===== src/rtl/midi_note_voice_allocator_defines.svh =====
// Assertion macros for the voice allocator. Each expects clk and rst in scope.
`ifndef MIDI_NOTE_VOICE_ALLOCATOR_DEFINES_SVH
`define MIDI_NOTE_VOICE_ALLOCATOR_DEFINES_SVH

// The consequent must hold in the same cycle as the antecedent.
`define MNVA_ASSERT_SAME(lbl, pre, post, msg) \
  lbl: assert property (@(posedge clk) disable iff (rst) (pre) |-> (post)) else $error(msg);

// The consequent must hold in the cycle after the antecedent.
`define MNVA_ASSERT_NEXT(lbl, pre, post, msg) \
  lbl: assert property (@(posedge clk) disable iff (rst) (pre) |=> (post)) else $error(msg);

`endif


===== src/rtl/mnva_pkg.sv =====
`default_nettype none
package mnva_pkg;

  localparam int NUM_VOICES_DEF = 32;
  localparam int MIDI_CHANNELS  = 16;

  localparam logic [3:0] CMD_NOTE_OFF = 4'h8;
  localparam logic [3:0] CMD_NOTE_ON  = 4'h9;

  localparam int CFG_IDX_W  = 2;
  localparam int CFG_DATA_W = 6;
  localparam logic [CFG_IDX_W-1:0] CFG_SOUND_ENABLE  = 2'd0;
  localparam logic [CFG_IDX_W-1:0] CFG_VOICES_IN_USE = 2'd1;
  localparam logic [5:0] VOICES_IN_USE_RESET = 6'd32;

  // Divider geometry for the period: the sample rate needs 15 bits and the
  // largest phase step 14.
  localparam int DIV_DVD_W = 15;
  localparam int DIV_DVS_W = 14;
  localparam int DIV_CNT_W = $clog2(DIV_DVD_W);

  localparam logic [DIV_DVD_W-1:0] SAMPLE_RATE = 15'd22050;

  // Amplitude scaling: velocity to percent, percent to full-scale level.
  localparam int VEL_MAX   = 127;
  localparam int PCT_SCALE = 100;
  localparam int AMP_FULL  = 32767;

  typedef enum logic [2:0] {
    OUT_IGNORED  = 3'd0,
    OUT_STARTED  = 3'd1,
    OUT_STOPPED  = 3'd2,
    OUT_NO_FREE  = 3'd3,
    OUT_BAD_NOTE = 3'd4
  } outcome_t;

  typedef enum logic [1:0] {
    ST_IDLE,
    ST_EVAL,
    ST_DIV_PERIOD,
    ST_RESULT
  } state_t;

  typedef struct packed {
    logic capture;
    logic eval;
    logic div_go;
    logic latch_period;
  } dp_cmd_t;

  typedef struct packed {
    logic start_ok;
    logic div_done;
  } dp_status_t;

  // Phase step per note number.
  localparam logic [DIV_DVS_W-1:0] NOTE_STEP [128] = '{
    14'h0008, 14'h0008, 14'h0009, 14'h0009, 14'h000A, 14'h000A, 14'h000B, 14'h000C,
    14'h000C, 14'h000D, 14'h000E, 14'h000F, 14'h0010, 14'h0011, 14'h0012, 14'h0013,
    14'h0014, 14'h0015, 14'h0017, 14'h0018, 14'h0019, 14'h001B, 14'h001D, 14'h001E,
    14'h0020, 14'h0022, 14'h0024, 14'h0026, 14'h0029, 14'h002B, 14'h002E, 14'h0031,
    14'h0033, 14'h0037, 14'h003A, 14'h003D, 14'h0041, 14'h0045, 14'h0049, 14'h004D,
    14'h0052, 14'h0057, 14'h005C, 14'h0062, 14'h0067, 14'h006E, 14'h0074, 14'h007B,
    14'h0082, 14'h008A, 14'h0092, 14'h009B, 14'h00A4, 14'h00AE, 14'h00B9, 14'h00C4,
    14'h00CF, 14'h00DC, 14'h00E9, 14'h00F6, 14'h0105, 14'h0115, 14'h0125, 14'h0137,
    14'h0149, 14'h015D, 14'h0172, 14'h0188, 14'h019F, 14'h01B8, 14'h01D2, 14'h01ED,
    14'h020B, 14'h022A, 14'h024B, 14'h026E, 14'h0293, 14'h02BA, 14'h02E4, 14'h0310,
    14'h033E, 14'h0370, 14'h03A4, 14'h03DB, 14'h0416, 14'h0454, 14'h0496, 14'h04DC,
    14'h0526, 14'h0574, 14'h05C8, 14'h0620, 14'h067D, 14'h06E0, 14'h0748, 14'h07B7,
    14'h082D, 14'h08A9, 14'h092D, 14'h09B9, 14'h0A4D, 14'h0AE9, 14'h0B90, 14'h0C40,
    14'h0CFA, 14'h0DC0, 14'h0E91, 14'h0F6F, 14'h105A, 14'h1153, 14'h125A, 14'h1372,
    14'h149A, 14'h15D3, 14'h1720, 14'h1880, 14'h19F5, 14'h1B80, 14'h1D22, 14'h1EDE,
    14'h20B4, 14'h22A6, 14'h24B5, 14'h26E4, 14'h2934, 14'h2BA7, 14'h2E40, 14'h3100
  };

endpackage
`default_nettype wire


===== src/rtl/mnva_div.sv =====
`default_nettype none
module mnva_div
  import mnva_pkg::*;
(
  input  wire logic                 clk,
  input  wire logic                 rst,
  input  wire logic                 go,
  input  wire logic [DIV_DVD_W-1:0] dividend,
  input  wire logic [DIV_DVS_W-1:0] divisor,
  output logic      [DIV_DVD_W-1:0] quotient,
  output logic                      done
);

  // Restoring division, one quotient bit per cycle.
  logic [DIV_DVS_W-1:0] rem;
  logic [DIV_CNT_W-1:0] cnt;
  logic                 running;
  logic [DIV_DVS_W:0]   trial;
  logic                 fits;
  logic                 last;

  always_comb begin
    trial = {rem, quotient[DIV_DVD_W-1]};
    fits  = trial >= {1'b0, divisor};
    last  = (cnt == DIV_CNT_W'(DIV_DVD_W - 1));
  end

  always_ff @(posedge clk) begin
    if (rst) begin
      running <= 1'b0;
      done    <= 1'b0;
      cnt     <= '0;
    end else if (go) begin
      quotient <= dividend;
      rem      <= '0;
      cnt      <= '0;
      running  <= 1'b1;
      done     <= 1'b0;
    end else if (running) begin
      quotient <= {quotient[DIV_DVD_W-2:0], fits};
      rem      <= fits ? DIV_DVS_W'(trial - {1'b0, divisor}) : trial[DIV_DVS_W-1:0];
      cnt      <= cnt + 1'b1;
      running  <= !last;
      done     <= last;
    end else begin
      done <= 1'b0;
    end
  end

endmodule
`default_nettype wire


===== src/rtl/mnva_datapath.sv =====
`default_nettype none
module mnva_datapath
  import mnva_pkg::*;
#(
  parameter int NUM_VOICES = NUM_VOICES_DEF
) (
  input  wire logic       clk,
  input  wire logic       rst,
  input  wire dp_cmd_t    cmd,
  output dp_status_t      status,
  input  wire logic       sound_enable,
  input  wire logic [5:0] voices_in_use,
  input  wire logic [7:0] status_byte,
  input  wire logic [7:0] note_number,
  input  wire logic [6:0] velocity,
  output logic [2:0]      outcome,
  output logic            stop_valid,
  output logic [4:0]      stop_voice,
  output logic            start_valid,
  output logic [4:0]      start_voice,
  output logic [11:0]     period_samples,
  output logic [10:0]     high_samples,
  output logic [14:0]     amplitude
);

  localparam int VIDX_W = (NUM_VOICES > 1) ? $clog2(NUM_VOICES) : 1;
  localparam logic [6:0] NUM_VOICES_7 = 7'(NUM_VOICES);

  // Captured message.
  logic [7:0] status_r;
  logic [7:0] note_r;
  logic [6:0] vel_r;

  // Allocation state.
  logic [NUM_VOICES-1:0] voice_busy;
  logic [MIDI_CHANNELS-1:0] ch_valid;
  logic [VIDX_W-1:0] ch_voice [MIDI_CHANNELS];

  logic [3:0]            cmd_code;
  logic [3:0]            ch;
  logic                  do_release;
  logic                  note_on;
  logic                  held;
  logic [VIDX_W-1:0]     held_voice;
  logic [NUM_VOICES-1:0] rel_mask;
  logic [NUM_VOICES-1:0] busy_rel;
  logic [NUM_VOICES-1:0] avail;
  logic [NUM_VOICES-1:0] lowest;
  logic [VIDX_W-1:0]     free_idx;
  logic                  found;
  logic                  start_ok;
  logic [6:0]            n_active;
  outcome_t              outcome_d;

  logic [DIV_DVD_W-1:0] div_q;
  logic                 div_done;

  // Level per velocity: the percentage of full velocity, then that share of
  // full scale, both truncated.
  logic [14:0] amp_rom [128];

  for (genvar i = 0; i < 128; i++) begin : g_amp_rom
    assign amp_rom[i] = 15'((((i * PCT_SCALE) / VEL_MAX) * AMP_FULL) / PCT_SCALE);
  end

  always_comb begin
    cmd_code   = status_r[7:4];
    ch         = status_r[3:0];
    note_on    = sound_enable && (cmd_code == CMD_NOTE_ON) && (vel_r != '0);
    do_release = sound_enable && ((cmd_code == CMD_NOTE_ON) || (cmd_code == CMD_NOTE_OFF));
    held       = ch_valid[ch];
    held_voice = ch_voice[ch];
    n_active   = ({1'b0, voices_in_use} < NUM_VOICES_7) ? {1'b0, voices_in_use} : NUM_VOICES_7;
    for (int v = 0; v < NUM_VOICES; v++) begin
      rel_mask[v] = (VIDX_W'(v) == held_voice);
    end
    busy_rel = (do_release && held) ? (voice_busy & ~rel_mask) : voice_busy;
    for (int v = 0; v < NUM_VOICES; v++) begin
      avail[v] = !busy_rel[v] && (7'(v) < n_active);
    end
    // Isolate the lowest free voice, then encode it.
    lowest   = avail & (~avail + NUM_VOICES'(1));
    free_idx = '0;
    for (int v = 0; v < NUM_VOICES; v++) begin
      free_idx = free_idx | (lowest[v] ? VIDX_W'(v) : '0);
    end
    found    = |avail;
    start_ok = note_on && !note_r[7] && found;

    if (!do_release) begin
      outcome_d = OUT_IGNORED;
    end else if (note_on) begin
      if (note_r[7]) begin
        outcome_d = OUT_BAD_NOTE;
      end else if (found) begin
        outcome_d = OUT_STARTED;
      end else begin
        outcome_d = OUT_NO_FREE;
      end
    end else begin
      outcome_d = OUT_STOPPED;
    end
  end

  // The period is the sample rate over the note's phase step.
  mnva_div u_div (
    .clk      (clk),
    .rst      (rst),
    .go       (cmd.div_go),
    .dividend (SAMPLE_RATE),
    .divisor  (NOTE_STEP[note_r[6:0]]),
    .quotient (div_q),
    .done     (div_done)
  );

  assign status = '{start_ok: start_ok, div_done: div_done};

  always_ff @(posedge clk) begin
    if (cmd.capture) begin
      status_r <= status_byte;
      note_r   <= note_number;
      vel_r    <= velocity;
    end
    if (rst) begin
      voice_busy <= '0;
      ch_valid   <= '0;
    end else if (cmd.eval && do_release) begin
      voice_busy   <= start_ok ? (busy_rel | lowest) : busy_rel;
      ch_valid[ch] <= start_ok;
    end
    if (cmd.eval && start_ok) begin
      ch_voice[ch] <= free_idx;
    end
    if (cmd.eval) begin
      outcome        <= outcome_d;
      stop_valid     <= do_release && held;
      stop_voice     <= (do_release && held) ? 5'(held_voice) : '0;
      start_valid    <= start_ok;
      start_voice    <= start_ok ? 5'(free_idx) : '0;
      period_samples <= '0;
      high_samples   <= '0;
      amplitude      <= start_ok ? amp_rom[vel_r] : '0;
    end else if (cmd.latch_period) begin
      period_samples <= div_q[11:0];
      high_samples   <= div_q[11:1];
    end
  end

endmodule
`default_nettype wire


===== src/rtl/mnva_ctrl.sv =====
`default_nettype none
module mnva_ctrl
  import mnva_pkg::*;
(
  input  wire logic       clk,
  input  wire logic       rst,
  input  wire logic       start,
  input  wire dp_status_t status,
  output dp_cmd_t         cmd,
  output logic            busy,
  output logic            done
);

  state_t state;
  state_t state_next;

  always_ff @(posedge clk) begin
    if (rst) begin
      state <= ST_IDLE;
    end else begin
      state <= state_next;
    end
  end

  always_comb begin
    state_next = state;
    cmd        = '0;
    busy       = (state != ST_IDLE);
    done       = 1'b0;
    case (state)
      ST_IDLE: begin
        if (start) begin
          cmd.capture = 1'b1;
          state_next  = ST_EVAL;
        end
      end
      ST_EVAL: begin
        cmd.eval = 1'b1;
        if (status.start_ok) begin
          cmd.div_go = 1'b1;
          state_next = ST_DIV_PERIOD;
        end else begin
          state_next = ST_RESULT;
        end
      end
      ST_DIV_PERIOD: begin
        if (status.div_done) begin
          cmd.latch_period = 1'b1;
          state_next       = ST_RESULT;
        end
      end
      ST_RESULT: begin
        done       = 1'b1;
        state_next = ST_IDLE;
      end
      default: begin
        state_next = ST_IDLE;
      end
    endcase
  end

endmodule
`default_nettype wire


===== src/rtl/midi_note_voice_allocator.sv =====
// MIDI note voice allocator. Raise start with a MIDI short message on
// status_byte, note_number and velocity; the beat is taken at a clock edge
// where start is high and busy is low. Exactly one result comes back per
// message: done is high for a single cycle and the result ports are valid in
// that cycle only, so the receiver must take it then, as it cannot stall the
// block. One message is handled at a time. A message that starts no voice
// (ignored, release only, no free voice, bad note) goes through evaluation
// to the result state, where done is raised. A message that starts a voice
// also runs the radix-2 divider for 15 steps to form the period from the
// sample rate and the note's phase step; done follows once it is latched.
// The amplitude comes from a per-velocity table in the same cycle as the
// voice choice. Configuration is written through cfg_valid/cfg_ready while
// the block is idle, a rule on the user that it does not enforce; cfg_ready
// is always high. No clearing pass is needed after reset.
`default_nettype none
`include "midi_note_voice_allocator_defines.svh"
module midi_note_voice_allocator
  import mnva_pkg::*;
#(
  parameter int NUM_VOICES = NUM_VOICES_DEF
) (
  input  wire logic                  clk,
  input  wire logic                  rst,
  input  wire logic                  start,
  output logic                       busy,
  input  wire logic [7:0]            status_byte,
  input  wire logic [7:0]            note_number,
  input  wire logic [6:0]            velocity,
  input  wire logic                  cfg_valid,
  output logic                       cfg_ready,
  input  wire logic [CFG_IDX_W-1:0]  cfg_index,
  input  wire logic [CFG_DATA_W-1:0] cfg_data,
  output logic                       done,
  output logic [2:0]                 outcome,
  output logic                       stop_valid,
  output logic [4:0]                 stop_voice,
  output logic                       start_valid,
  output logic [4:0]                 start_voice,
  output logic [11:0]                period_samples,
  output logic [10:0]                high_samples,
  output logic [14:0]                amplitude
);

  // Configuration registers. Writes to indexes past the list are dropped.
  logic       sound_enable;
  logic [5:0] voices_in_use;

  assign cfg_ready = 1'b1;

  always_ff @(posedge clk) begin
    if (rst) begin
      sound_enable  <= 1'b0;
      voices_in_use <= VOICES_IN_USE_RESET;
    end else if (cfg_valid && cfg_ready) begin
      case (cfg_index)
        CFG_SOUND_ENABLE:  sound_enable  <= cfg_data[0];
        CFG_VOICES_IN_USE: voices_in_use <= cfg_data[5:0];
        default: begin
        end
      endcase
    end
  end

  // The controller sequences capture, evaluation and the period division;
  // the datapath holds the voice table and the result registers.
  dp_cmd_t    cmd;
  dp_status_t dp_status;

  mnva_ctrl u_ctrl (
    .clk    (clk),
    .rst    (rst),
    .start  (start),
    .status (dp_status),
    .cmd    (cmd),
    .busy   (busy),
    .done   (done)
  );

  mnva_datapath #(
    .NUM_VOICES (NUM_VOICES)
  ) u_dp (
    .clk            (clk),
    .rst            (rst),
    .cmd            (cmd),
    .status         (dp_status),
    .sound_enable   (sound_enable),
    .voices_in_use  (voices_in_use),
    .status_byte    (status_byte),
    .note_number    (note_number),
    .velocity       (velocity),
    .outcome        (outcome),
    .stop_valid     (stop_valid),
    .stop_voice     (stop_voice),
    .start_valid    (start_valid),
    .start_voice    (start_voice),
    .period_samples (period_samples),
    .high_samples   (high_samples),
    .amplitude      (amplitude)
  );

  // An accepted beat must make the block busy in the next cycle.
  `MNVA_ASSERT_NEXT(a_accept_busy, start && !busy, busy, "accepted beat did not raise busy")
  // A result is only presented while the block still owns the message.
  `MNVA_ASSERT_SAME(a_done_busy, done, busy, "result presented while idle")
  // A started voice always reports the started outcome.
  `MNVA_ASSERT_SAME(a_start_outcome, done && start_valid, outcome == OUT_STARTED,
                    "start_valid without started outcome")
  // Without a start the tone fields read zero.
  `MNVA_ASSERT_SAME(a_no_start_zero, done && !start_valid,
                    period_samples == '0 && amplitude == '0 && start_voice == '0,
                    "tone fields nonzero without a start")

endmodule
`default_nettype wire

===== config.mk =====
export PLATFORM = sky130hd
export DESIGN_NAME = midi_note_voice_allocator
export DESIGN_NICKNAME = d
export VERILOG_FILES = /design/src/rtl/mnva_pkg.sv /design/src/rtl/mnva_div.sv /design/src/rtl/mnva_datapath.sv /design/src/rtl/mnva_ctrl.sv /design/src/rtl/midi_note_voice_allocator.sv
export VERILOG_INCLUDE_DIRS = /design/src /design/src/rtl
export SDC_FILE = /design/constraint.sdc
export NUM_CORES = 1
export LEC_CHECK = 0
export BUFFER_PORTS_ARGS = -buffer_cell sky130_fd_sc_hd__buf_2
export CORE_MARGIN = 8
export CORE_UTILIZATION = 55
export CTS_BUF_LIST = sky130_fd_sc_hd__clkbuf_4
export CTS_CLUSTER_SIZE = 40
export DETAILED_ROUTE_END_ITERATION = 10
export HOLD_SLACK_MARGIN = 0.05
export PLACE_DENSITY = 0.73
export REMOVE_ABC_BUFFERS = 1
export SYNTH_ARGS = -nofsm -noshare
export SYNTH_HDL_FRONTEND = slang
export SYNTH_HIERARCHICAL = 1
export SYNTH_SLANG_ARGS = --single-unit

===== constraint.sdc =====
create_clock -name clk -period 6.6 [get_ports clk]
set_clock_uncertainty 0.15 [all_clocks]
set_input_delay 0.99 -clock clk [delete_from_list [all_inputs] [get_ports clk]]
set_output_delay 0.99 -clock clk [all_outputs]
set_load 0.005 [all_outputs]

==> impl_results.md <==
- Setup TNS: 0 ps
- Top layer in use: met4
- Peak VDD IR: 0.224 mV
- Post-synth top area share: 0.313
- Area growth, synth to finish: 8.64%
- Top FF cell, synth: edfxtp_1
- # resized after CTS: 0
- Reg power frac: 0.351
- Vias: 13600
- Met1 wire length: 17.9 mm
- Metal2 WL: 20.7 mm
- Final instance area: 0.0169 sq mm
- Min Tclk post-route: 5740 ps
- RSZ-0062 raised after global routing: no
- Initial Util: 0.559
- FP Rows: 61
- CTS tree: yes
- Fin crit share: 0.870
- CP Buf/Inv Count: 0
- Die height: 184 microns
- # port buffers: 89
- Max Slew Vio Count: 0
- Clock network fraction of total power: 0.248
- Psw: 2.15 mW
- Crit-path slowest cell: nor4_1
- Hold Startpoint: status_byte[7]
- Placed instance area: 0.0160 sq mm
- Grt ovf: 0
- Clk_lat worst skew: 700 ps
- CP top delay family: simple AND/OR/NAND/NOR gates
- Initial antenna violation count: 2
- Setup violators final: 0
- Largest cells by area after synthesis: edfxtp_1 31%, dfxtp_1 10%, a21oi_1 4.8%
- Register area share after synthesis: 0.415
- CP peak stage delay: 1200 ps
- Number of global-route vias before repair: 13100
- NumNets Final: 1817
- DR WL met3: 3.48 mm
- Remaining antenna violation count after routing: 0
- Core area: 0.0278 sq mm
- Root Buffer Master: clkbuf_4
- Post-CTS Setup Inserts: 0
- Number of synthesized flops with an enable pin: 162
- Fill count: 2464
- Critical-path cell list: mux2i_1, mux4_2, a21oi_2, nand2_1, o22ai_1, a21bo_2, nor4_4, nand3_4, o21bai_2, nor4_1
- Mapped Cells: 1683
- Largest net degree at the start of global routing: 72
- DP Cell Count: 2054
- # IOs: 91
- CTS Sinks: 241
- Final Hold Viols: 0
- Wire length per cell: 20.0 microns
- CTS Buf Count: 60
- First-pass GRT wire length: 69.5 mm
- Pwr per Cell Area: 322 mW/mm^2
- DIE AREA: 0.0339 sq mm
- Die Wd: 184 microns
- Finished Layout Cells: 2170
- Clock Tree Buf Depth: 3
- Hold Buf Count CTS: 0
- Data arrival, critical path: 5870 ps
- Yosys top cell by area: edfxtp_1
- GRT Total Usage: 0.254
- Mapped cell area: 0.0155 sq mm
- Hold WS: 319 ps
- Detailed placement HPWL: 30.9 mm
- First DRT Iteration DRCs: 1223
- Seq cells post-synth: 241
- Status: completed
- DRC: 0
- Share of flip-flops with an asynchronous set or reset: 0
- Required @ worst endpoint: 6730 ps
- Flop2flop setup slack: 860 ps
- Post-Route WL: 43.5 mm
- Lkg Pwr: 6.21 nW
- Internal: 3.28 mW
- CP Max Fanout: 18
- Actual slew at the worst max-slew pin: 1390 ps
- Distinct cell type count after synthesis: 103
- Setup crit start kind: flip-flop
- Clock transition at path regs: 70 ps
- F_max: 174 MHz
- Sw frac: 0.396
- Max Cap Violations: 0
- WS Path Type: reg2reg
- Slew headroom: 0.0680
- Hold Path Class: in2reg
- Clock H-tree levels: 2
- Worst setup EP type: flip-flop
- Mean post-synth cell area: 9.22 sq um
- Post-DR vias/cell: 6.25
- Total of warnings raised by yosys: 6
- First-pass iteration count of the detailed router: 6
- Routability Congestion: 0.984
- Combinational power share: 0.402
- Layout cells sized above 1: 0.184
- Fin util: 0.607
sequential cells by signal, indices dropped and copies added (netlist names), 3 cells and up, named ones only:
| register | count |
|---|---|
| u_dp/outcome | 3 |
| u_dp/u_div/cnt | 4 |
| u_dp/u_div/rem | 14 |
| u_dp/status_r | 8 |
| u_dp/period_samples | 12 |
| u_dp/voice_busy | 32 |
| u_dp/start_voice | 5 |
| voices_in_use | 6 |
| u_dp/note_r | 8 |
| u_dp/amplitude | 15 |
| u_dp/stop_voice | 5 |
| u_dp/u_div/quotient | 15 |
| u_dp/ch_valid | 16 |
| u_dp/vel_r | 7 |
| u_dp/ch_voice | 80 |
metrics by stage:
step	setup WS, ps	power (mW)
after floorplan	425	3.42
after global placement	1130	4.03
after detailed placement	984	4.07
after CTS	990	5.43
after global routing	615	5.76
final	857	5.43
cells by family after synthesis:
logic type | synth area share
and+or+nand+nor | 0.192
AOI/OAI and AO/OA | 0.201
other | 0.000725
DFF | 0.415
muxes | 0.0929
adders and majority gates | 0.0351
buffers and inverters | 0.0546
xor gates and xnor gates | 0.00846
power by group through the flow:
| stage | clock (mW) | combinational (mW) | sequential [mW] |
|---|---|---|---|
| global route | 1.46 | 2.38 | 1.92 |
| global placement | 0 | 2.10 | 1.93 |
| CTS | 1.38 | 2.14 | 1.90 |
| finish | 1.35 | 2.18 | 1.90 |
| floorplan | 0 | 1.41 | 2.00 |
| detailed placement | 0 | 2.13 | 1.94 |
path summary, 6_finish.rpt:
path | to | cells after the start
worst max-delay path | u_dp/ch_voice[3][1]$_DFFE_PP_ | 10
worst min-delay path | u_dp/status_r[7]$_DFFE_PP_ | 1
worst max register to register | u_dp/ch_voice[3][1]$_DFFE_PP_ | 10
worst min register to register | u_dp/ch_valid[13]$_SDFFE_PP0P_ | 2
cell usage in the layout (no fill, tap or decap), drive strengths merged, types with 7 or more instances in the layout:
cell type	instances
xnor2	11
a21o	11
nor2b	21
buf	109
o21a	10
a21oi	154
conb	16
a211oi	25
nor2	157
nand3	60
o221ai	7
ha	42
a221oi	7
nand2	175
nor4	13
o21ai	149
nor3	35
clkinv	16
mux4	27
mux2i	50
clkbuf	95
nand2b	29
or3	16
edfxtp	162
dfxtp	79
o22ai	22
o211ai	16
and2	27
nor3b	8
nand4	15
a31oi	24
mux2	29
inv	54
a22oi	10
and3	7
or2	13
metal layers:
metal	up-vias	GRT usage
met5	-	0
met3	99	0.0447
met1	6451	0.327
met4	0	0.101
met2	633	0.419
li1	6388	-
Yosys cell counts (all sizes together), types with 15 or more instances:
| cell type | count |
|---|---|
| nand2 | 175 |
| edfxtp | 162 |
| nor2 | 157 |
| a21oi | 154 |
| o21ai | 149 |
| dfxtp | 79 |
| clkbuf | 78 |
| nand3 | 60 |
| inv | 52 |
| buf | 50 |
| mux2i | 50 |
| ha | 42 |
| nor3 | 35 |
| mux2 | 29 |
| nand2b | 29 |
| and2 | 27 |
| mux4 | 27 |
| a211oi | 25 |
| a31oi | 24 |
| o22ai | 22 |
| nor2b | 21 |
| o211ai | 16 |
| or3 | 16 |
| nand4 | 15 |
cell type report:
cell class / count / area, sq um / share of cell area
multi-input cells: 1273 / 8300 / 0.492
inverters: 54 / 203 / 0.0120
flip-flops and latches: 241 / 6450 / 0.382
clock inverters: 18 / 138 / 0.00816
clock buffers: 95 / 713 / 0.0423
diodes: 2 / 5.00 / 0.000297
repair buffers: 109 / 593 / 0.0352
well taps: 378 / 473 / 0.0280
Note: power is estimated with default switching activity, not from simulation.
